## src/rtl/stm_pkg.sv

```systemverilog
// Package for the sensor timestamp matcher: payload structs, register indexes,
// request codes and controller/datapath command types. No dependencies.
package stm_pkg;

  localparam int TimeBits       = 40;
  localparam int EntriesDefault = 16;
  localparam int SensorCount    = 5;
  localparam int SidBits        = 3;

  // request codes
  localparam logic [1:0] REQ_ARRIVAL = 2'd0;
  localparam logic [1:0] REQ_TICK    = 2'd1;
  localparam logic [1:0] REQ_SAVE    = 2'd2;

  // register indexes
  localparam logic [1:0] REG_WINDOW = 2'd0;
  localparam logic [1:0] REG_HOLD   = 2'd1;
  localparam logic [1:0] REG_PANO   = 2'd2;

  // sensor ids
  localparam logic [2:0] SID_MASTER = 3'd0;
  localparam logic [2:0] SID_CAM_A  = 3'd1;
  localparam logic [2:0] SID_PANO0  = 3'd2;
  localparam logic [2:0] SID_PANO1  = 3'd3;
  localparam logic [2:0] SID_CAM_B  = 3'd4;

  typedef struct packed {
    logic [1:0]          req_type;
    logic [2:0]          sensor_id;
    logic [TimeBits-1:0] frame_time;
    logic                frame_valid;
    logic [TimeBits-1:0] now_time;
  } in_item_t;

  typedef struct packed {
    logic                master_found;
    logic [TimeBits-1:0] master_time;
    logic                any_match;
    logic                save_now;
    logic                cam_a_found;
    logic [TimeBits-1:0] cam_a_time;
    logic                pano0_found;
    logic [TimeBits-1:0] pano0_time;
    logic                pano1_found;
    logic [TimeBits-1:0] pano1_time;
    logic                cam_b_found;
    logic [TimeBits-1:0] cam_b_time;
  } out_item_t;

  // datapath scan phases
  localparam logic [2:0] PH_ARRIVE = 3'd0;
  localparam logic [2:0] PH_AGE    = 3'd1;
  localparam logic [2:0] PH_MASTER = 3'd2;
  localparam logic [2:0] PH_MATCH  = 3'd3;
  localparam logic [2:0] PH_PURGE  = 3'd4;

  // controller to datapath
  typedef struct packed {
    logic       load;     // capture input item
    logic       start;    // begin a sweep
    logic [2:0] phase;    // which sweep
    logic       clr_res;  // clear result accumulators
  } dp_cmd_t;

  // datapath to controller
  typedef struct packed {
    logic done;       // sweep finished
    logic mfound;     // master store not empty
    logic any;        // some secondary matched
  } dp_stat_t;

endpackage

```

## src/rtl/stm_datapath.sv

```systemverilog
// Datapath of the sensor timestamp matcher: slot store, occupied bits and the
// one-slot-per-cycle scan unit. Depends on stm_pkg.
module stm_datapath #(
  parameter int ENTRIES_PER_SENSOR = stm_pkg::EntriesDefault
) (
  input  logic               clk,
  input  logic               rst,
  input  stm_pkg::dp_cmd_t   cmd,
  output stm_pkg::dp_stat_t  stat,
  input  stm_pkg::in_item_t  item,
  input  logic [19:0]        match_window,
  input  logic [25:0]        hold_time,
  input  logic [1:0]         pano_count,
  input  logic               save_pending,
  output stm_pkg::out_item_t result
);
  localparam int TimeBits = stm_pkg::TimeBits;
  localparam int Slots    = stm_pkg::SensorCount * ENTRIES_PER_SENSOR;
  localparam int SlotBits = $clog2(Slots);

  // store: time and valid flag, one memory; occupancy in flip-flops
  logic [TimeBits:0] mem [Slots];
  logic [Slots-1:0]  occ;

  logic [2:0]            sid;
  logic [TimeBits-1:0]   ftime;
  logic                  fvalid;
  logic [TimeBits-1:0]   now;

  logic [SlotBits-1:0]   ptr;       // slot being read
  logic                  busy;
  logic                  done;
  logic                  rd_ok;     // read data for slot rd_ptr is valid
  logic [SlotBits-1:0]   rd_ptr;
  logic [TimeBits:0]     rd_data;
  logic [2:0]            phase;

  logic                  mfound;
  logic [TimeBits-1:0]   mtime;
  logic [3:0]            found;
  logic [TimeBits-1:0]   best [4];
  logic [TimeBits-1:0]   bestd [4];

  // store activity
  function automatic logic active(input logic [2:0] s, input logic [1:0] pc);
    logic r;
    r = 1'b0;
    case (s)
      stm_pkg::SID_MASTER, stm_pkg::SID_CAM_A, stm_pkg::SID_CAM_B: r = 1'b1;
      stm_pkg::SID_PANO0: r = (pc != 2'd0);
      stm_pkg::SID_PANO1: r = pc[1] | (pc == 2'd3);
      default: r = 1'b0;
    endcase
    return r;
  endfunction

  // sensor of the slot under read
  logic [2:0]          rsid;
  logic [TimeBits-1:0] rt;
  logic                rv;
  logic [TimeBits:0]   cutoff_w;
  logic                age_en;
  logic [TimeBits-1:0] gap;
  logic [1:0]          si;
  always_comb begin
    rsid = stm_pkg::SID_MASTER;
    for (int s = 1; s < stm_pkg::SensorCount; s++) begin
      if (32'(rd_ptr) >= s * ENTRIES_PER_SENSOR) rsid = 3'(s);
    end
    rt   = rd_data[TimeBits:1];
    rv   = rd_data[0];
    cutoff_w = {1'b0, now} - (TimeBits+1)'(hold_time);
    age_en   = !cutoff_w[TimeBits];
    gap      = (rt >= mtime) ? rt - mtime : mtime - rt;
    si       = 2'(rsid - 3'd1);
  end

  // lowest free slot of the arriving sensor's row
  logic                  free_hit;
  logic [SlotBits-1:0]   free_slot;
  always_comb begin
    free_hit  = 1'b0;
    free_slot = '0;
    for (int i = ENTRIES_PER_SENSOR - 1; i >= 0; i--) begin
      if (!occ[32'(sid) * ENTRIES_PER_SENSOR + i]) begin
        free_hit  = 1'b1;
        free_slot = SlotBits'(32'(sid) * ENTRIES_PER_SENSOR + i);
      end
    end
  end

  // memory write and registered read
  always_ff @(posedge clk) begin
    if (busy && phase == stm_pkg::PH_ARRIVE && free_hit && sid < stm_pkg::SID_CAM_B + 3'd1
        && active(sid, pano_count))
      mem[free_slot] <= {ftime, fvalid};
    rd_data <= mem[ptr];
  end

  // sweep control and accumulators
  always_ff @(posedge clk) begin
    if (rst) begin
      occ   <= '0;
      busy  <= 1'b0;
      rd_ok <= 1'b0;
      done  <= 1'b0;
    end else begin
      done <= 1'b0;
      if (cmd.load) begin
        sid    <= item.sensor_id;
        ftime  <= item.frame_time;
        fvalid <= item.frame_valid;
        now    <= item.now_time;
      end
      if (cmd.clr_res) begin
        mfound <= 1'b0;
        mtime  <= '0;
        found  <= '0;
        for (int k = 0; k < 4; k++) begin
          best[k]  <= '0;
          bestd[k] <= '0;
        end
      end
      if (cmd.start) begin
        busy  <= 1'b1;
        phase <= cmd.phase;
        ptr   <= '0;
        rd_ok <= 1'b0;
      end else if (busy) begin
        if (phase == stm_pkg::PH_ARRIVE) begin
          if (free_hit && sid <= stm_pkg::SID_CAM_B && active(sid, pano_count))
            occ[free_slot] <= 1'b1;
          busy <= 1'b0;
          done <= 1'b1;
        end else begin
          rd_ok  <= 1'b1;
          rd_ptr <= ptr;
          if (ptr != SlotBits'(Slots - 1)) ptr <= ptr + SlotBits'(1);
          if (rd_ok) begin
            if (occ[rd_ptr]) begin
              case (phase)
                stm_pkg::PH_AGE: begin
                  if (age_en && active(rsid, pano_count) && rt < cutoff_w[TimeBits-1:0])
                    occ[rd_ptr] <= 1'b0;
                end
                stm_pkg::PH_MASTER: begin
                  if (rsid == stm_pkg::SID_MASTER && (!mfound || rt > mtime)) begin
                    mfound <= 1'b1;
                    mtime  <= rt;
                  end
                end
                stm_pkg::PH_MATCH: begin
                  if (rsid != stm_pkg::SID_MASTER && active(rsid, pano_count)
                      && (rsid == stm_pkg::SID_CAM_A || rv)
                      && gap <= TimeBits'(match_window)
                      && (!found[si] || gap < bestd[si])) begin
                    found[si] <= 1'b1;
                    bestd[si] <= gap;
                    best[si]  <= rt;
                  end
                end
                stm_pkg::PH_PURGE: begin
                  if (rsid == stm_pkg::SID_MASTER) begin
                    if (rt <= mtime) occ[rd_ptr] <= 1'b0;
                  end else if (found[si] && rt <= best[si]) begin
                    occ[rd_ptr] <= 1'b0;
                  end
                end
                default: ;
              endcase
            end
            if (rd_ptr == SlotBits'(Slots - 1)) begin
              busy  <= 1'b0;
              rd_ok <= 1'b0;
              done  <= 1'b1;
            end
          end
        end
      end
    end
  end

  always_comb begin
    stat.done   = done;
    stat.mfound = mfound;
    stat.any    = |found;
    result.master_found = mfound;
    result.master_time  = mtime;
    result.any_match    = |found;
    result.save_now     = (|found) & save_pending;
    result.cam_a_found  = found[0];
    result.cam_a_time   = found[0] ? best[0] : '0;
    result.pano0_found  = found[1];
    result.pano0_time   = found[1] ? best[1] : '0;
    result.pano1_found  = found[2];
    result.pano1_time   = found[2] ? best[2] : '0;
    result.cam_b_found  = found[3];
    result.cam_b_time   = found[3] ? best[3] : '0;
  end

endmodule

```

## config.mk

```make
export PLATFORM = sky130hd
export DESIGN_NAME = stm_datapath
export DESIGN_NICKNAME = d
export VERILOG_FILES = /design/src/rtl/stm_pkg.sv /design/src/rtl/stm_datapath.sv
export SDC_FILE = /design/constraint.sdc
export NUM_CORES = 2
export LEC_CHECK = 0
export BUFFER_PORTS_ARGS = -buffer_cell sky130_fd_sc_hd__buf_2
export CORE_MARGIN = 2
export CORE_UTILIZATION = 40
export CTS_BUF_LIST = sky130_fd_sc_hd__clkbuf_2
export CTS_CLUSTER_SIZE = 14
export DETAILED_ROUTE_END_ITERATION = 6
export PLACE_DENSITY = 0.64
export SLEW_MARGIN = 20
export SYNTH_ARGS = -nofsm -noshare
export SYNTH_HDL_FRONTEND = slang
export SYNTH_SLANG_ARGS = --single-unit
export TNS_END_PERCENT = 50
```

## constraint.sdc

```tcl
create_clock -name clk -period 14.5 [get_ports clk]
set_clock_uncertainty 0.05 [all_clocks]
set_input_delay 2.175 -clock clk [delete_from_list [all_inputs] [get_ports clk]]
set_output_delay 2.175 -clock clk [all_outputs]
set_load 0.01 [all_outputs]
```

Yosys cells after proc, flatten, opt, wreduce, memory -nomap -nowiden
Memory sizes are Yosys's and may differ from the RTL's. A register that Yosys moved wholly into a read port is not among the register bits.
Cells that the tools add are included.
{"block": "totals", "ff_bits": 229, "ram_bits": 3600, "inputBits": 143, "output_inout_bits": 210, "memories": 3}
{"memory": "mem", "depth": 80, "word_bits": 41, "read_ports": 1, "rd_ports_with_merged_regs": 1, "write_ports": 1, "line_no": "stm_datapath.sv:22", "text": "logic [TimeBits:0] mem [Slots];"}
{"memory": "best", "depth": 4, "word_bits": 40, "read_ports": 5, "rd_ports_with_merged_regs": 0, "write_ports": 5, "line_no": "stm_datapath.sv:41", "text": "logic [TimeBits-1:0] best [4];"}
{"memory": "bestd", "depth": 4, "word_bits": 40, "read_ports": 1, "rd_ports_with_merged_regs": 0, "write_ports": 5, "line_no": "stm_datapath.sv:42", "text": "logic [TimeBits-1:0] bestd [4];"}
{"block": "classes", "add_sub_neg": 20, "n_lt_le_gt_ge": 35, "n_eq_ne": 20, "n_mux": 162, "n_bitwise": 10, "n_reduce_logical": 44}
{"operator": "$mux W80", "n": 8}
{"operator": "$mux W40", "n": 13}
{"operator": "$lt A32 B8 Y1 const B", "n": 15}
{"operator": "$pmux W80 S2", "n": 1}
{"operator": "$mux W7", "n": 19}
{"operator": "$bmux W1 S7", "n": 16}
{"operator": "$mux W1", "n": 86}
{"operator": "$and A80 B80 Y80", "n": 1}
{"operator": "$le A40 B40 Y1", "n": 2}
{"operator": "$lt A40 B40 Y1", "n": 2}
{"operator": "$not A80 Y80", "n": 1}
{"operator": "$or A80 B80 Y80", "n": 1}
{"operator": "$sub A40 B40 Y40", "n": 2}
{"operator": "$add A7 B4 Y8 const B", "n": 8}
{"operator": "$sub A40 B26 Y41", "n": 1}
{"operator": "$ge A40 B40 Y1", "n": 1}
{"operator": "$gt A40 B40 Y1", "n": 1}
{"operator": "$le A40 B20 Y1", "n": 1}
{"operator": "$mux W4", "n": 9}
{"operator": "$add A7 B3 Y8 const B", "n": 4}
{"operator": "$lt A7 B8 Y1 const B", "n": 3}
{"operator": "$eq A3 B2 Y1 const B", "n": 6}
{"operator": "$logic_and A1 B1 Y1", "n": 17}
{"operator": "$add A7 B2 Y8 const B", "n": 2}
{"operator": "other kinds (41)", "n": 71}

Longest topological paths before layout
{"block": "depth", "depth_word": 28, "ltp_mapped": 31, "ltp_nobuf": 26}

Worst setup path before layout
OpenSTA, ideal clock, no wires.
{"block": "synth_path", "kind": "reg2reg", "startpoint": "reg mtime[24]", "endpoint": "mem best[0][0] (enable)", "t_arrival_ns": 11.530, "t_required_ns": 13.821, "setup_slack_ns": 2.292, "path_stages_with_launch": 29, "path_cell_list": "edfxtp_1 > inv_1 > ha_1 > buf_2 > nand2_1 > nor2_2 > a22oi_2 > o311a_2 > or4b_1 > buf_4 > clkbuf_1 > clkbuf_1 > mux2i_1 > xor2_1 > inv_1 > ha_1 > and4_1 > nand3_1 > nor2_1 > a211o_1 > o31a_1 > a211oi_1 > o211ai_1 > or4_1 > nor4_2 > nand4_1 > buf_2 > buf_6 > o21ai_0"}
{"element": "start: declaration", "line_no": "stm_datapath.sv:39", "text": "logic [TimeBits-1:0] mtime;"}
{"element": "start signal: assignment", "line_no": "stm_datapath.sv:149", "text": "mtime <= rt;"}
{"element": "end: declaration", "line_no": "stm_datapath.sv:41"}

==> out/results.ini <==
[synthesis]
synth-edff-count = 3746
ys_ff_latch = 3870
yosysWarningCount = 0
synth_cells = 8012
ys_seq_area_frac = 0.718
synth_cell_type_count = 87
synth-main-ff-cell = edfxtp_1
synth_area_mm2 = 0.160
async_flop_share = 0
avgSynthCellArea_um2 = 20.0

[route]
drtAntennaViolNets = 0
route.detailed.wl_per_inst_um = 28.9
drt_pass1_iterations = 6
post_drt_via_cell_ratio = 5.64
top_layer = met5
routed_wl_mm = 440
dr_wl_met3_mm = 32.1
drc = 0
drtIter0Drc = 8425
vias = 86004
met2_length_mm = 223
wl_met1_mm = 171

[worst_setup_path]
critPathMaxStageDelay_ns = 0.68
crit_family = compound AO/OA/AOI/OAI gates
required_ns = 16.21
reg2reg_depth = 28
crit_path_max_fanout = 85
path_class = flop to flop
cp-end-kind = flop
crit_arrival_ns = 11.88
rrSetupSlack_ns = 4.34
cpMostUsedCell = buf_4
critPathSlowestCell = buf_4
path_depth = 28
critPathLaunchType = flop
crit_buf_inv = 7

[clock_tree]
cts_repair_resize_count = 0
cts_tree = done
path_clk_slew_ns = 0.10
clk_latency_ns = 2.29
htreeDepth = 6
cts_made_buffers = 916
clock_path_buffers = 4
clock-sinks = 3870
root_buffer = clkbuf_2

[status]
outcome = completed

[sta]
setup_tns_ns = 0
worstMarginPinSlew_ns = 1.16
fin_crit_sh = 0.701
fin_ws_ns = 4.34
finalSetupViolations = 0
rsz0062_at_grt = no
maxSlewHeadroom = 0.229
layout_min_cycle_time_ns = 10.16
final_hold_viol_count = 0
drv_slew = 0
clock.fmax_mhz = 98.4

[placed_design]
dpl.cell_count = 13498
port_buffers = 350
pre_cts_ws_ns = 4.46
place_area_mm2 = 0.169
place_congestion = 0.943
dp_hpwl_mm = 267

[pwr]
switching_share = 0.280
pwr-share-seq = 0.564
leakage_nw = 58.8
combPwrFrac = 0.118
p_int_mw = 15.9
p_sw_mw = 6.19
cellPowerDensity_mw_per_mm2 = 124
peakVddDrop_v = 0.0000828
p_clk_frac = 0.317

[floorplan]
die_x_um = 637
coreArea_mm2 = 0.399
dieArea_mm2 = 0.406
initial_core_util = 0.401
die_y_um = 637
rows = 232
io_pins = 353

[cells_and_area]
fillers = 34184
fin_cells = 15247
final_cell_area_mm2 = 0.179
syn_to_final_growth_pct = 11.6
layout_common_cells = edfxtp_1, clkbuf_2, mux4_2
drive_gt1_frac = 0.345
final_common_cell = edfxtp_1
layout.nets = 9635

[hold_path]
hold_depth = 2
worstHoldPathType = input port to flop

[global_routing]
antenna_found_initial = 27
grt_pass1_wl_mm = 629
grt_pass1_vias = 89363
grt_overflow_total = 0
grt.total_usage = 0.214
grt_start_max_net_pins = 148

[run]
cap_viol_max_count = 0

power groups by stage:
| stage | Combinational (mW) | Sequential (mW) | Clock [mW] |
|---|---|---|---|
| 6_report | 2.62 | 12.5 | 7.03 |
| 5_1_grt | 2.81 | 12.5 | 7.81 |
| 4_1_cts | 2.62 | 12.5 | 7.25 |
| 3_5_place_dp | 2.59 | 12.7 | 0 |
| 3_3_place_gp | 2.56 | 12.7 | 0 |
| 2_1_floorplan | 1.56 | 12.8 | 0 |
cells by family after synthesis:
group                      Yosys count  synth area share
buffers and inverters              693            0.0177
AOI/OAI and AO/OA                  761            0.0302
muxes                             1247             0.170
adders and majority gates          253            0.0199
xor gates and xnor gates            78           0.00426
other                                1         0.0000234
and+or+nand+nor                   1109            0.0404
DFF                               3870             0.718
synth_stat cells (all sizes together), types with 46 or more instances:
master / instances / share of area
edfxtp: 3746 / 0.70
clkbuf: 272 / 0.0064
o21ai: 221 / 0.0069
mux4: 1173 / 0.16
dfxtp: 124 / 0.015
nand4: 71 / 0.0028
nand2: 172 / 0.0040
and2: 170 / 0.0066
nand3: 58 / 0.0018
a21o: 62 / 0.0029
o31ai: 46 / 0.0022
inv: 266 / 0.0062
buf: 154 / 0.0051
nor3: 267 / 0.013
ha: 250 / 0.020
a21oi: 201 / 0.0065
nor2: 217 / 0.0051
final cells by class:
type | instances | area, um^2 | area share
multi-input cells | 3528 | 43400 | 0.243
clock buffers | 1257 | 6290 | 0.0352
clock inverters | 391 | 2120 | 0.0119
inverters | 267 | 1010 | 0.00563
diodes | 13 | 32.5 | 0.000182
well taps | 5265 | 6590 | 0.0368
flip-flops and latches | 3870 | 115000 | 0.643
repair buffers | 656 | 4400 | 0.0246
path summary, 6_finish.rpt:
kind                            startpoint            to
worst max-delay path            rd_data[1]  bestd[0][24]
worst max register to register  rd_data[1]  bestd[0][24]
worst min-delay path                cmd[4]         rd_ok
worst min register to register      ptr[4]     rd_ptr[4]
through the flow:
step	hold WS, ns	power (mW)	utilization
floorplan	0.374	14.3	-
global placement	0.389	15.3	0.425
detailed placement	0.385	15.3	0.425
CTS	0.122	22.4	0.448
global route	0.202	23.1	0.448
finish	0.368	22.1	0.448
flip-flops by register name, summed over array words and instances, names as in the netlist:
signal   cells
bestd      160
sid          3
rd_ptr       7
mtime       40
mem       3280
now         40
occ         80
ftime       40
done         1
busy         1
ptr          7
fvalid       1
rd_data     41
best       160
mfound       1
rd_ok        1
found        4
phase        3
timing repair:
item,CTS,global route
buffers inserted,0,0
endpoints found under the hold margin,87,0
endpoints found under the setup margin,0,0
hold buffers,87,0
layer usage:
metal | global-route usage | vias up
met4 | 0.0722 | 4
met3 | 0.0393 | 662
met2 | 0.367 | 3793
li1 | - | 36193
met5 | 0 | -
met1 | 0.273 | 45352
(Power assumes the default switching activity.)
