`src/rtl/stm_pkg.sv`:
```
// Package for the sensor timestamp matcher: payload structs, register indexes,
// request codes and controller/datapath command types. No dependencies.
package stm_pkg;

  localparam int TimeBits       = 40;
  localparam int EntriesDefault = 16;
  localparam int SensorCount    = 5;
  localparam int SidBits        = 3;

  // request codes
  localparam logic [1:0] REQ_ARRIVAL = 2'd0;
  localparam logic [1:0] REQ_TICK    = 2'd1;
  localparam logic [1:0] REQ_SAVE    = 2'd2;

  // register indexes
  localparam logic [1:0] REG_WINDOW = 2'd0;
  localparam logic [1:0] REG_HOLD   = 2'd1;
  localparam logic [1:0] REG_PANO   = 2'd2;

  // sensor ids
  localparam logic [2:0] SID_MASTER = 3'd0;
  localparam logic [2:0] SID_CAM_A  = 3'd1;
  localparam logic [2:0] SID_PANO0  = 3'd2;
  localparam logic [2:0] SID_PANO1  = 3'd3;
  localparam logic [2:0] SID_CAM_B  = 3'd4;

  typedef struct packed {
    logic [1:0]          req_type;
    logic [2:0]          sensor_id;
    logic [TimeBits-1:0] frame_time;
    logic                frame_valid;
    logic [TimeBits-1:0] now_time;
  } in_item_t;

  typedef struct packed {
    logic                master_found;
    logic [TimeBits-1:0] master_time;
    logic                any_match;
    logic                save_now;
    logic                cam_a_found;
    logic [TimeBits-1:0] cam_a_time;
    logic                pano0_found;
    logic [TimeBits-1:0] pano0_time;
    logic                pano1_found;
    logic [TimeBits-1:0] pano1_time;
    logic                cam_b_found;
    logic [TimeBits-1:0] cam_b_time;
  } out_item_t;

  // datapath scan phases
  localparam logic [2:0] PH_ARRIVE = 3'd0;
  localparam logic [2:0] PH_AGE    = 3'd1;
  localparam logic [2:0] PH_MASTER = 3'd2;
  localparam logic [2:0] PH_MATCH  = 3'd3;
  localparam logic [2:0] PH_PURGE  = 3'd4;

  // controller to datapath
  typedef struct packed {
    logic       load;     // capture input item
    logic       start;    // begin a sweep
    logic [2:0] phase;    // which sweep
    logic       clr_res;  // clear result accumulators
  } dp_cmd_t;

  // datapath to controller
  typedef struct packed {
    logic done;       // sweep finished
    logic mfound;     // master store not empty
    logic any;        // some secondary matched
  } dp_stat_t;

endpackage

```
`src/rtl/stm_ctrl.sv`:
```
// Controller of the sensor timestamp matcher: sequences the sweeps of one
// item and owns the handshakes. Depends on stm_pkg.
module stm_ctrl (
  input  logic              clk,
  input  logic              rst,
  input  logic              in_valid,
  output logic              in_ready,
  input  logic [1:0]        in_req,
  output logic              out_valid,
  input  logic              out_ready,
  output stm_pkg::dp_cmd_t  cmd,
  input  stm_pkg::dp_stat_t stat,
  output logic              save_pending
);
  localparam logic [2:0] S_IDLE   = 3'd0;
  localparam logic [2:0] S_ARRIVE = 3'd1;
  localparam logic [2:0] S_AGE    = 3'd2;
  localparam logic [2:0] S_MASTER = 3'd3;
  localparam logic [2:0] S_MATCH  = 3'd4;
  localparam logic [2:0] S_PURGE  = 3'd5;
  localparam logic [2:0] S_OUT    = 3'd6;

  logic [2:0] state, state_next;
  logic       started, started_next;
  logic       save_next, out_valid_next;

  // a held result does not block input; only the next result waits for it
  assign in_ready = (state == S_IDLE);

  // next state and sweep commands
  always_comb begin
    state_next     = state;
    started_next   = started;
    save_next      = save_pending;
    out_valid_next = out_valid && !out_ready;
    cmd            = '0;
    case (state)
      S_IDLE: begin
        if (in_valid && in_ready) begin
          cmd.load    = 1'b1;
          cmd.clr_res = 1'b1;
          started_next = 1'b0;
          case (in_req)
            stm_pkg::REQ_ARRIVAL: state_next = S_ARRIVE;
            stm_pkg::REQ_TICK:    state_next = S_AGE;
            stm_pkg::REQ_SAVE:    save_next  = 1'b1;
            default: ;
          endcase
        end
      end
      S_ARRIVE, S_AGE, S_MASTER, S_MATCH, S_PURGE: begin
        if (!started) begin
          cmd.start    = 1'b1;
          started_next = 1'b1;
          case (state)
            S_ARRIVE: cmd.phase = stm_pkg::PH_ARRIVE;
            S_AGE:    cmd.phase = stm_pkg::PH_AGE;
            S_MASTER: cmd.phase = stm_pkg::PH_MASTER;
            S_MATCH:  cmd.phase = stm_pkg::PH_MATCH;
            default:  cmd.phase = stm_pkg::PH_PURGE;
          endcase
        end else if (stat.done) begin
          started_next = 1'b0;
          case (state)
            S_ARRIVE: state_next = S_IDLE;
            S_AGE:    state_next = S_MASTER;
            S_MASTER: state_next = stat.mfound ? S_MATCH : S_OUT;
            S_MATCH:  state_next = stat.any ? S_PURGE : S_OUT;
            default:  state_next = S_OUT;
          endcase
        end
      end
      S_OUT: begin
        // wait here while the previous result is still held
        if (!out_valid || out_ready) begin
          out_valid_next = 1'b1;
          state_next     = S_IDLE;
          if (stat.any) save_next = 1'b0;
        end
      end
      default: state_next = S_IDLE;
    endcase
  end

  always_ff @(posedge clk) begin
    if (rst) begin
      state        <= S_IDLE;
      started      <= 1'b0;
      save_pending <= 1'b0;
      out_valid    <= 1'b0;
    end else begin
      state        <= state_next;
      started      <= started_next;
      save_pending <= save_next;
      out_valid    <= out_valid_next;
    end
  end

endmodule

```
`config.mk`:
```
export PLATFORM = sky130hd
export DESIGN_NAME = stm_ctrl
export DESIGN_NICKNAME = d
export VERILOG_FILES = /design/src/rtl/stm_pkg.sv /design/src/rtl/stm_ctrl.sv
export SDC_FILE = /design/constraint.sdc
export NUM_CORES = 1
export LEC_CHECK = 0
export ABC_AREA = 1
export BUFFER_PORTS_ARGS = -buffer_cell sky130_fd_sc_hd__buf_2
export CORE_AREA = 2 2 39 41
export DETAILED_ROUTE_END_ITERATION = 6
export DIE_AREA = 0 0 41 43
export GPL_TIMING_DRIVEN = 0
export REMOVE_ABC_BUFFERS = 1
export SLEW_MARGIN = 20
export SYNTH_ARGS = -nofsm -noshare
export SYNTH_HDL_FRONTEND = slang
export SYNTH_SLANG_ARGS = --single-unit
```
`constraint.sdc`:
```
create_clock -name clk -period 1.6 [get_ports clk]
set_clock_uncertainty 0.15 [all_clocks]
set_input_delay 0.32 -clock clk [delete_from_list [all_inputs] [get_ports clk]]
set_output_delay 0.32 -clock clk [all_outputs]
set_load 0.02 [all_outputs]
```
## Word level (Yosys, flattened, before mapping)

Index checks and enable logic that the tools add are counted.

- Register bits after elaboration: 6
- Bits of input ports: 9
- Output and inout bits: 9
- Word-level logic and storage cells: 57

- Eq/ne operators: 15
- Muxes and demuxes: 25
- Reductions and logical operators: 13

Operator list:

| cell | number |
|---|---|
| one-hot mux 3 bit (4 select lines) | 2 |
| two-way mux 3 bit | 4 |
| two-way mux 1 bit | 11 |
| AND reduction 5 bit | 2 |
| equality test 3 bit (second input constant) | 3 |
| one-hot mux 3 bit (3 select lines) | 1 |
| two-way mux 4 bit | 2 |
| inequality test 2 bit (second input constant) | 4 |
| equality test 3 x 2 -> 1 bit (second input constant) | 2 |
| one-hot mux 3 bit (2 select lines) | 1 |
| OR reduction 5 bit | 1 |
| two-way mux 2 bit | 2 |
| inequality test 2 x 1 -> 1 bit (second input constant) | 2 |
| one-hot mux 1 bit (2 select lines) | 2 |
| nonzero test 2 bit | 2 |
| equality test 3 x 1 -> 1 bit (second input constant) | 1 |
| logical NOT 3 bit | 1 |
| inequality test 3 x 1 -> 1 bit (second input constant) | 1 |
| equality test 2 x 1 -> 1 bit (second input constant) | 1 |
| equality test 2 bit (second input constant) | 1 |
| logical AND 1 bit | 2 |
| logical NOT 1 bit | 2 |
| logical NOT 2 bit | 1 |
| AND reduction 2 bit | 1 |
| logical OR 1 bit | 1 |

## Longest topological paths before layout

Gate-level depths: netlist (run 1).

- Depth in word-level cells: 5
- Gate-level depth with buffers: 9
- Gate-level depth less buffers: 8

## Worst setup path before layout (run 1)

No wires, ideal clock.

- Kind: register -> output
- Start: reg state[1]
- End: out cmd[5] (netlist bit)
- Arrival time: 1.183 ns
- Data required time: 1.130 ns
- Path slack: -0.053 ns
- Stages on the path, launching flop included: 5
- Buffers on the path: 1
- Cells stage by stage: dfxtp_1 nor2_2 nand2_2 nor2_1 buf_4

RTL lines:

| item | line | text |
|---|---|---|
| start: declaration | stm_ctrl.sv:23 | `logic [2:0] state, state_next;` |
| start signal: assignment | stm_ctrl.sv:92 | `state <= state_next;` |
| end: declaration | stm_ctrl.sv:11 | `output stm_pkg::dp_cmd_t cmd,` |

==> results of run 1 <==
where the power goes:
part           internal, mW  switching (mW)
sequential            0.228           0.124
clock                0.0845          0.0496
combinational         0.613           0.746
total                 0.926           0.919
kinds of logic (layout without fill, tap and decap cells):
kind of cell           after synthesis  count (layout)  synth area share
buffers and inverters               16              41             0.154
DFF                                  6               6             0.259
and+or+nand+nor                     42              42             0.395
AOI/OAI and AO/OA                   15              15             0.192
metrics by stage:
stage | TNS [ns] | power (mW)
2_1_floorplan | -0.0899 | 1.00
5_1_grt | -0.319 | 2.01
3_5_place_dp | 0 | 1.24
3_3_place_gp | 0 | 1.24
6_report | -0.0612 | 1.84
4_1_cts | -0.0425 | 1.67
synth_stat cells:
cell type	number	area, µm²
sky130_fd_sc_hd__nor2_1	9	33.8
sky130_fd_sc_hd__buf_4	1	7.51
sky130_fd_sc_hd__dfxtp_1	6	120
sky130_fd_sc_hd__nor2_2	2	12.5
sky130_fd_sc_hd__nand2_1	18	67.6
sky130_fd_sc_hd__o21ai_0	2	10.0
sky130_fd_sc_hd__inv_1	11	41.3
sky130_fd_sc_hd__buf_6	1	11.3
sky130_fd_sc_hd__o22ai_1	2	12.5
sky130_fd_sc_hd__nand2_2	2	12.5
sky130_fd_sc_hd__a21oi_1	9	45.0
sky130_fd_sc_hd__nand3_1	9	45.0
sky130_fd_sc_hd__inv_2	3	11.3
sky130_fd_sc_hd__nand4_1	1	6.26
sky130_fd_sc_hd__nor3_1	1	5.00
sky130_fd_sc_hd__o21ai_1	1	5.00
sky130_fd_sc_hd__a21oi_4	1	16.3
cells in the final DEF (no fill, tap or decap):
cell                       count
sky130_fd_sc_hd__nor3_1        1
sky130_fd_sc_hd__a21oi_4       1
sky130_fd_sc_hd__buf_4        10
sky130_fd_sc_hd__nand3_4       1
sky130_fd_sc_hd__nand4_1       1
sky130_fd_sc_hd__nor2_2        2
sky130_fd_sc_hd__dfxtp_4       3
sky130_fd_sc_hd__dfxtp_1       3
sky130_fd_sc_hd__nand2_4       1
sky130_fd_sc_hd__o21ai_1       1
sky130_fd_sc_hd__inv_2         2
sky130_fd_sc_hd__clkbuf_4      3
sky130_fd_sc_hd__buf_2        11
sky130_fd_sc_hd__nand2_2       3
sky130_fd_sc_hd__nor2_4        2
sky130_fd_sc_hd__inv_1         9
sky130_fd_sc_hd__a21oi_1       7
sky130_fd_sc_hd__buf_6         3
sky130_fd_sc_hd__nand3_1       8
sky130_fd_sc_hd__nor2_1        7
sky130_fd_sc_hd__a21oi_2       2
sky130_fd_sc_hd__o21ai_0       1
sky130_fd_sc_hd__o22ai_1       2
sky130_fd_sc_hd__inv_4         3
sky130_fd_sc_hd__o21ai_2       1
sky130_fd_sc_hd__nand2_1      16
area by class of cell:
class / instances / area (µm²) / share of cell area
Clock buffer: 3 / 22.5 / 0.0314
Inverter: 14 / 60.1 / 0.0836
Multi-Input combinational cell: 57 / 320 / 0.446
Sequential cell: 6 / 131 / 0.183
Tap cell: 16 / 20.0 / 0.0279
Timing Repair Buffer: 24 / 164 / 0.228
how the worst max path moves through the flow:
stage                               start     end  slack [ns]
CTS                 state[1]$_SDFFE_PP0P_  cmd[4]       -0.02
global placement    state[1]$_SDFFE_PP0P_  cmd[4]       0.007
global route        state[1]$_SDFFE_PP0P_  cmd[4]        -0.1
floorplan           state[1]$_SDFFE_PP0P_  cmd[0]       -0.04
detailed placement  state[1]$_SDFFE_PP0P_  cmd[4]        0.03
finish              state[1]$_SDFFE_PP0P_  cmd[4]       -0.04
per-layer routing:
metal	vias to the layer above	GRT usage	wire length (µm)
met5	-	0	0
met4	0	0.0800	18
met3	2	0.0314	28
met2	8	0.231	611
met1	244	0.160	508
li1	307	-	-
critical path: cells and delay by family, from the launching register on:
family	cells	cell delay (ns)
DFF	1	0.39
buffers and inverters	3	0.27
AOI/OAI and AO/OA	2	0.21
and+or+nand+nor	1	0.07
repair_timing:
item                                    4_1_cts  5_1_grt
resized for setup                            23       10
endpoints found under the setup margin        7        6
cloned                                        0        0
setup buffers                                 6        1
pin swaps                                     2        3
state kept, by name, summed over array words and instances, names as in the netlist:
| name | count |
|---|---|
| out_valid | 1 |
| save_pending | 1 |
| started | 1 |
| state | 3 |
==> metrics.log, run 1 <==
INFO  metric status = finished, violations left
INFO  metric violations_in_the_final_reports = setup timing
INFO  metric worst_pin_slew = 0.246 ns
INFO  metric clock_path_buffers = 2
INFO  metric part_of_the_cycle_the_worst_path_needs = 1.03
INFO  metric dp_worst_setup_slack = between 0.03 and 0.04 ns
INFO  metric endpoint_kind = primary output
INFO  metric min_cycle_time_layout = 1.64 ns
INFO  metric leakage = 0.365 nW
INFO  metric drt_antenna_net_count = 0
INFO  metric first_drt_pass_iteration_count = 2
INFO  metric layout-drive-gt1-share = 0.462
INFO  metric timing.critical_path.arrival = ~1.2 ns
INFO  metric area_delta_synth_final = 55.1%
INFO  metric r2r_start = state[1]$_SDFFE_PP0P_
INFO  metric cell_with_the_most_instances_on_the_worst_path = sky130_fd_sc_hd__a21oi_2
INFO  metric portBuffers = 17
INFO  metric die_x = between 40 and 50 µm
INFO  metric worst-r2r-setup-slack = between 0.1 and 0.15 ns
INFO  metric maximum_number_of_pins_on_one_net_before_global_route_repair = 8
INFO  metric io_pins = 18
INFO  metric max_slew_margin = 0.835
INFO  metric core_area = roughly 1400 µm²
INFO  metric avgSynthCellArea = 5.86 µm²
INFO  metric timing.critical_path.slowest_stage_cell = sky130_fd_sc_hd__dfxtp_4
INFO  metric dp_wirelength = roughly 800 µm
INFO  metric irDropWorstVdd = 0.884 mV
INFO  metric timing.rr.end = state[1]$_SDFFE_PP0P_
INFO  metric synthDistinctLibCells = 17
INFO  metric chipHeight = 43 µm
INFO  metric postLayoutSetupSlackWorst = -0.0405 ns
INFO  metric vias_per_cell = 4.68
INFO  metric worst-setup-path-type = reg2out
INFO  metric grt_pass1_vias = approximately 470
INFO  metric clock_tree.root_cell = sky130_fd_sc_hd__clkbuf_4
INFO  metric place.detailed.instances = 110
INFO  metric powerDensity = 2570 nW/µm²
INFO  metric setup.worst_path.start_class = flip-flop
INFO  metric antenna_cells = 0
INFO  metric syn-cell-area = 463 µm²
INFO  metric cts.sinks = 6
INFO  metric setup_viol_count_final = 2
INFO  metric drt-initial-drc-count = 4
INFO  metric min_delay_worst_endpoint = state[0]$_SDFFE_PP0P_
INFO  metric synth_instances = 79
INFO  metric hold_viol_final = 0
INFO  metric routed_wl = around 1200 µm
INFO  metric postLayoutCellArea = 718 µm²
INFO  metric grt_overflow = 0
INFO  metric nets = 115
INFO  metric grt_antenna_before_repair = 0
INFO  metric timing.fmax = 610 MHz
INFO  metric layout.core_utilization = 0.519
INFO  metric reg2regPathDepth = 8
INFO  metric clk_pin_slew_worst_paths = 0.04 ns
INFO  metric floorplan.die_area = 1760 µm²
INFO  metric detail_route.drc_violations = 0
INFO  metric ys_warn_count = 0
INFO  metric global_route.usage.total = 0.142
INFO  metric total_count_of_max_transition_violations_in_the_final_report = 0
INFO  metric tritoncts = built
INFO  metric initial_core_util = 0.335
INFO  metric timing.hold.worst.start = rst
INFO  metric drv.max_cap_violation_count = 0
INFO  metric clock_latency = between 0.2 and 0.25 ns
INFO  metric cts.htree.levels = 1
INFO  metric rows = 14
INFO  metric finish.cell_count_without_fillers = 120
INFO  metric worst_hold_path.num_cells = 2
INFO  metric n_fill_cell = 140
INFO  metric detail_route.wl_per_cell = 9.73 µm
INFO  metric ys_seq_elements = 6
INFO  metric timing.critical_path.slowest_cell_delay = approximately 0.39 ns
INFO  metric grt_pass1_wl = 1730 µm
INFO  metric vias_after_detailed_routing = 561
INFO  metric grt_setup_unrepaired = true
INFO  metric worst-endpoint-required = roughly 1.1 ns
INFO  metric worst-path-max-fanout = 6
INFO  metric timing.critical_path.cells = inv_4 > nand3_4 > inv_2 > a21oi_2 > a21oi_2 > buf_4
INFO  metric hold-worst-slack = 0.148 ns
INFO  metric gp_congestion = around 0.72
INFO  metric hold_path_class = in2reg
INFO  metric dpl-instance-area = about 550 µm²
INFO  metric post_cts_hold_buffer_count = 0
INFO  metric numCtsBuffers = 3
INFO  metric synth_sequential_area_ratio = 0.259
(Power assumes the default switching activity.)
==> run 2: changes to the inputs <==
- BUFFER_PORTS_ARGS: -buffer_cell sky130_fd_sc_hd__buf_2 -> not set
- CORE_AREA: 2 2 39 41 -> not set
- CORE_UTILIZATION: not set -> 30
- DIE_AREA: 0 0 41 43 -> not set
- DONT_BUFFER_PORTS: not set -> 1
- clock period: 1.6 -> 2 ns (I/O delays scaled with it)
==> run 2 against run 1 <==
- the flow now finishes without violations
- sequential power is 31% lower
- cell count fell by 21%
- setup slack improved by 0.15 ns
- worst hold slack worse by 0.072 ns
- sequential cell count stayed put
- clock-buffer cell count is the same
- die area decreased by 3.3%
- final area is 31% lower
- combinational power fell by 50%
- wire length fell by 14%
- first-iteration DRC count rose to 2.8 times the previous value
- sequential share of layout area up 6.2 points
- critical endpoint is now cmd[0]
- highest routed layer unchanged
==> metrics.log, run 2 (same netlist as run 1, synthesis figures left out) <==
INFO  metric numCtsBuffers = 3 (unchanged)
INFO  metric timing.critical_path.depth = 3 (-3)
INFO  metric post_cts.repair.setup_buffers = 0 (-6)
INFO  metric setup_viol_count_final = 0 (-2)
INFO  metric worst-r2r-setup-slack = 0.51 ns (+0.37 ns)
INFO  metric drt-initial-drc-count = 11 (+7)
INFO  metric n_fill_cell = 164 (+17%)
INFO  metric rows = 13 (-1)
INFO  metric multiInputGateArea = 280 µm² (-12%)
INFO  metric setup.worst_path.start_class = flip-flop
INFO  metric irDropWorstVdd = 0.567 mV (-36%)
INFO  metric layout-drive-gt1-share = 0.188 (-0.274)
INFO  metric grt_pass1_wl = 1500 µm (-13%)
INFO  metric dpl-instance-area = 463 µm² (-16%)
INFO  metric largest_reg_flops = 3 (unchanged)
INFO  metric worst-path-max-fanout = 6 (unchanged)
INFO  metric timing.critical_path.cells = nor2_2 > nand2_2 > nor2_2
INFO  metric reg2regPathDepth = 7 (-1)
INFO  metric status = finished clean
INFO  metric r2r_start = state[1]$_SDFFE_PP0P_
INFO  metric worstSetupEndpoint = cmd[0]
INFO  metric area_delta_synth_final = 7.03%
INFO  metric postLayoutCellArea = 495 µm² (-31%)
INFO  metric grt_overflow = 0 (unchanged)
INFO  metric mostFrequentLayoutCell = sky130_fd_sc_hd__nand2_1
INFO  metric part_of_the_cycle_the_worst_path_needs = 0.947
INFO  metric min_cycle_time_layout = ~1.9 ns
INFO  metric clk_pin_slew_worst_paths = 0.04 ns (about the same)
INFO  metric portBuffers = 0 (-17)
INFO  metric most_frequent_cells_in_the_layout = sky130_fd_sc_hd__nand2_1, sky130_fd_sc_hd__inv_1, sky130_fd_sc_hd__nand3_1, sky130_fd_sc_hd__a21oi_1, sky130_fd_sc_hd__nor2_1
INFO  metric tritoncts = built
INFO  metric cell_with_the_most_instances_on_the_worst_path = sky130_fd_sc_hd__nor2_2
INFO  metric routed_wl = 1000 µm (-14%)
INFO  metric hold_path_class = in2reg
INFO  metric nets = 91 (-21%)
INFO  metric dp_wirelength = 815 µm (about the same)
INFO  metric timing.critical_path.arrival = 1.34 ns (+0.17 ns)
INFO  metric cts.htree.levels = 1 (unchanged)
INFO  metric detail_route.wl_per_cell = 10.5 µm (+8.3%)
INFO  metric grt_antenna_before_repair = 0 (unchanged)
INFO  metric regArea = 121 µm² (-7.6%)
INFO  metric first_drt_pass_iteration_count = 4 (+2)
INFO  metric vias_per_cell = 5.14 (+9.9%)
INFO  metric endpoint_kind = primary output
INFO  metric core_area = 1370 µm² (-1.3%)
INFO  metric worst-endpoint-required = 1.45 ns (+0.32 ns)
INFO  metric gp_congestion = 0.759 (+5.5%)
INFO  metric setup_tns = 0 ns (+0.0612 ns)
INFO  metric leakage = 0.244 nW (-33%)
INFO  metric critical_path.n_buffers_inverters = 0 (-3)
INFO  metric total_count_of_max_transition_violations_in_the_final_report = 0 (unchanged)
INFO  metric drt_antenna_net_count = 0 (unchanged)
INFO  metric maximum_number_of_pins_on_one_net_before_global_route_repair = 10 (+2)
INFO  metric io_pins = 18 (unchanged)
INFO  metric registers.top_by_ff_count = state
INFO  metric clock_path_buffers = 2 (unchanged)
INFO  metric vias_after_detailed_routing = 488 (-13%)
INFO  metric clock_tree.root_cell = sky130_fd_sc_hd__clkbuf_4
INFO  metric floorplan.die_area = 1700 µm² (-3.3%)
INFO  metric global_route.usage.total = 0.136 (-0.00672)
INFO  metric hold_viol_final = 0 (unchanged)
INFO  metric timing.rr.end = state[0]$_SDFFE_PP0P_
INFO  metric chipHeight = 41.3 µm (-4.0%)
INFO  metric timing.fmax = 528 MHz
INFO  metric cts.sinks = 6 (unchanged)
INFO  metric crit_start = state[1]$_SDFFE_PP0P_
INFO  metric die_x = 41.3 µm (+0.68%)
INFO  metric timing.critical_path.slowest_cell_delay = 0.37 ns (-0.02 ns)
INFO  metric drv.max_cap_violation_count = 0 (unchanged)
INFO  metric timing.critical_path.slowest_stage_cell = sky130_fd_sc_hd__nor2_2
INFO  metric worst-setup-path-type = reg2out
INFO  metric max_slew_margin = 0.699 (-0.136)
INFO  metric path_delay_family = simple AND/OR/NAND/NOR gates
INFO  metric worst_pin_slew = 0.453 ns (+0.207 ns)
INFO  metric powerDensity = 2080 nW/µm² (-19%)
INFO  metric clock_latency = 0.24 ns (about the same)
INFO  metric initial_core_util = 0.339 (+0.00429)
INFO  metric grt_setup_unrepaired = false
INFO  metric grt_pass1_vias = 408 (-14%)
INFO  metric antenna_cells = 0 (unchanged)
INFO  metric detail_route.drc_violations = 0 (unchanged)
[run 2: worst min path at each step]
| stage | from | depth (start not counted) | to | slack, ns |
|---|---|---|---|---|
| after floorplan | rst | 1 | out_valid$_SDFF_PP0_ | 0.32 |
| after global placement | rst | 1 | started$_SDFFE_PP0P_ | 0.32 |
| after detailed placement | rst | 1 | started$_SDFFE_PP0P_ | 0.32 |
| after CTS | rst | 1 | started$_SDFFE_PP0P_ | 0.06 |
| after global routing | rst | 1 | started$_SDFFE_PP0P_ | 0.06 |
| final | rst | 1 | started$_SDFFE_PP0P_ | 0.08 |
[run 2: layer usage]
metal  track usage  up-vias  wire length [µm]
met2         0.238       12               508
met1         0.138      221               418
met4        0.0968        0                 5
met5             0        -                 0
met3        0.0326        2                69
li1              -      253                 -
[run 2: stage by stage]
stage,util,std cells,hold slack [ns],setup WS (ns),total power [mW]
5_1_grt,0.363,95,0.0646,0.0212,1.13
6_report,0.363,95,0.0757,0.105,1.03
2_1_floorplan,-,77,0.319,0.275,0.804
3_3_place_gp,0.339,92,0.322,0.170,0.903
4_1_cts,0.360,95,0.0638,0.0756,1.04
3_5_place_dp,0.339,92,0.324,0.180,0.903
[run 2: where the power goes]
part | internal, mW | total, mW | switching [mW] | leakage, nW
Clock | 0.0675 | 0.106 | 0.0386 | 0.0138
Sequential | 0.167 | 0.244 | 0.0768 | 0.0495
Combinational | 0.199 | 0.682 | 0.483 | 0.181
Total | 0.433 | 1.03 | 0.598 | 0.244
[run 2: what timing repair did]
| action | CTS | global route |
|---|---|---|
| setup endpoints to repair | 3 | 2 |
| pin swaps | 0 | 1 |
| hold buffers | 0 | 0 |
| resized for setup | 2 | 2 |
| endpoints found under the hold margin | 0 | 0 |
[run 2: area by class of cell]
type / instances / area share
inverters: 14 / 0.106
flip-flops and latches: 6 / 0.245
multi-input cells: 57 / 0.566
clock buffers: 3 / 0.0455
well taps: 15 / 0.0379
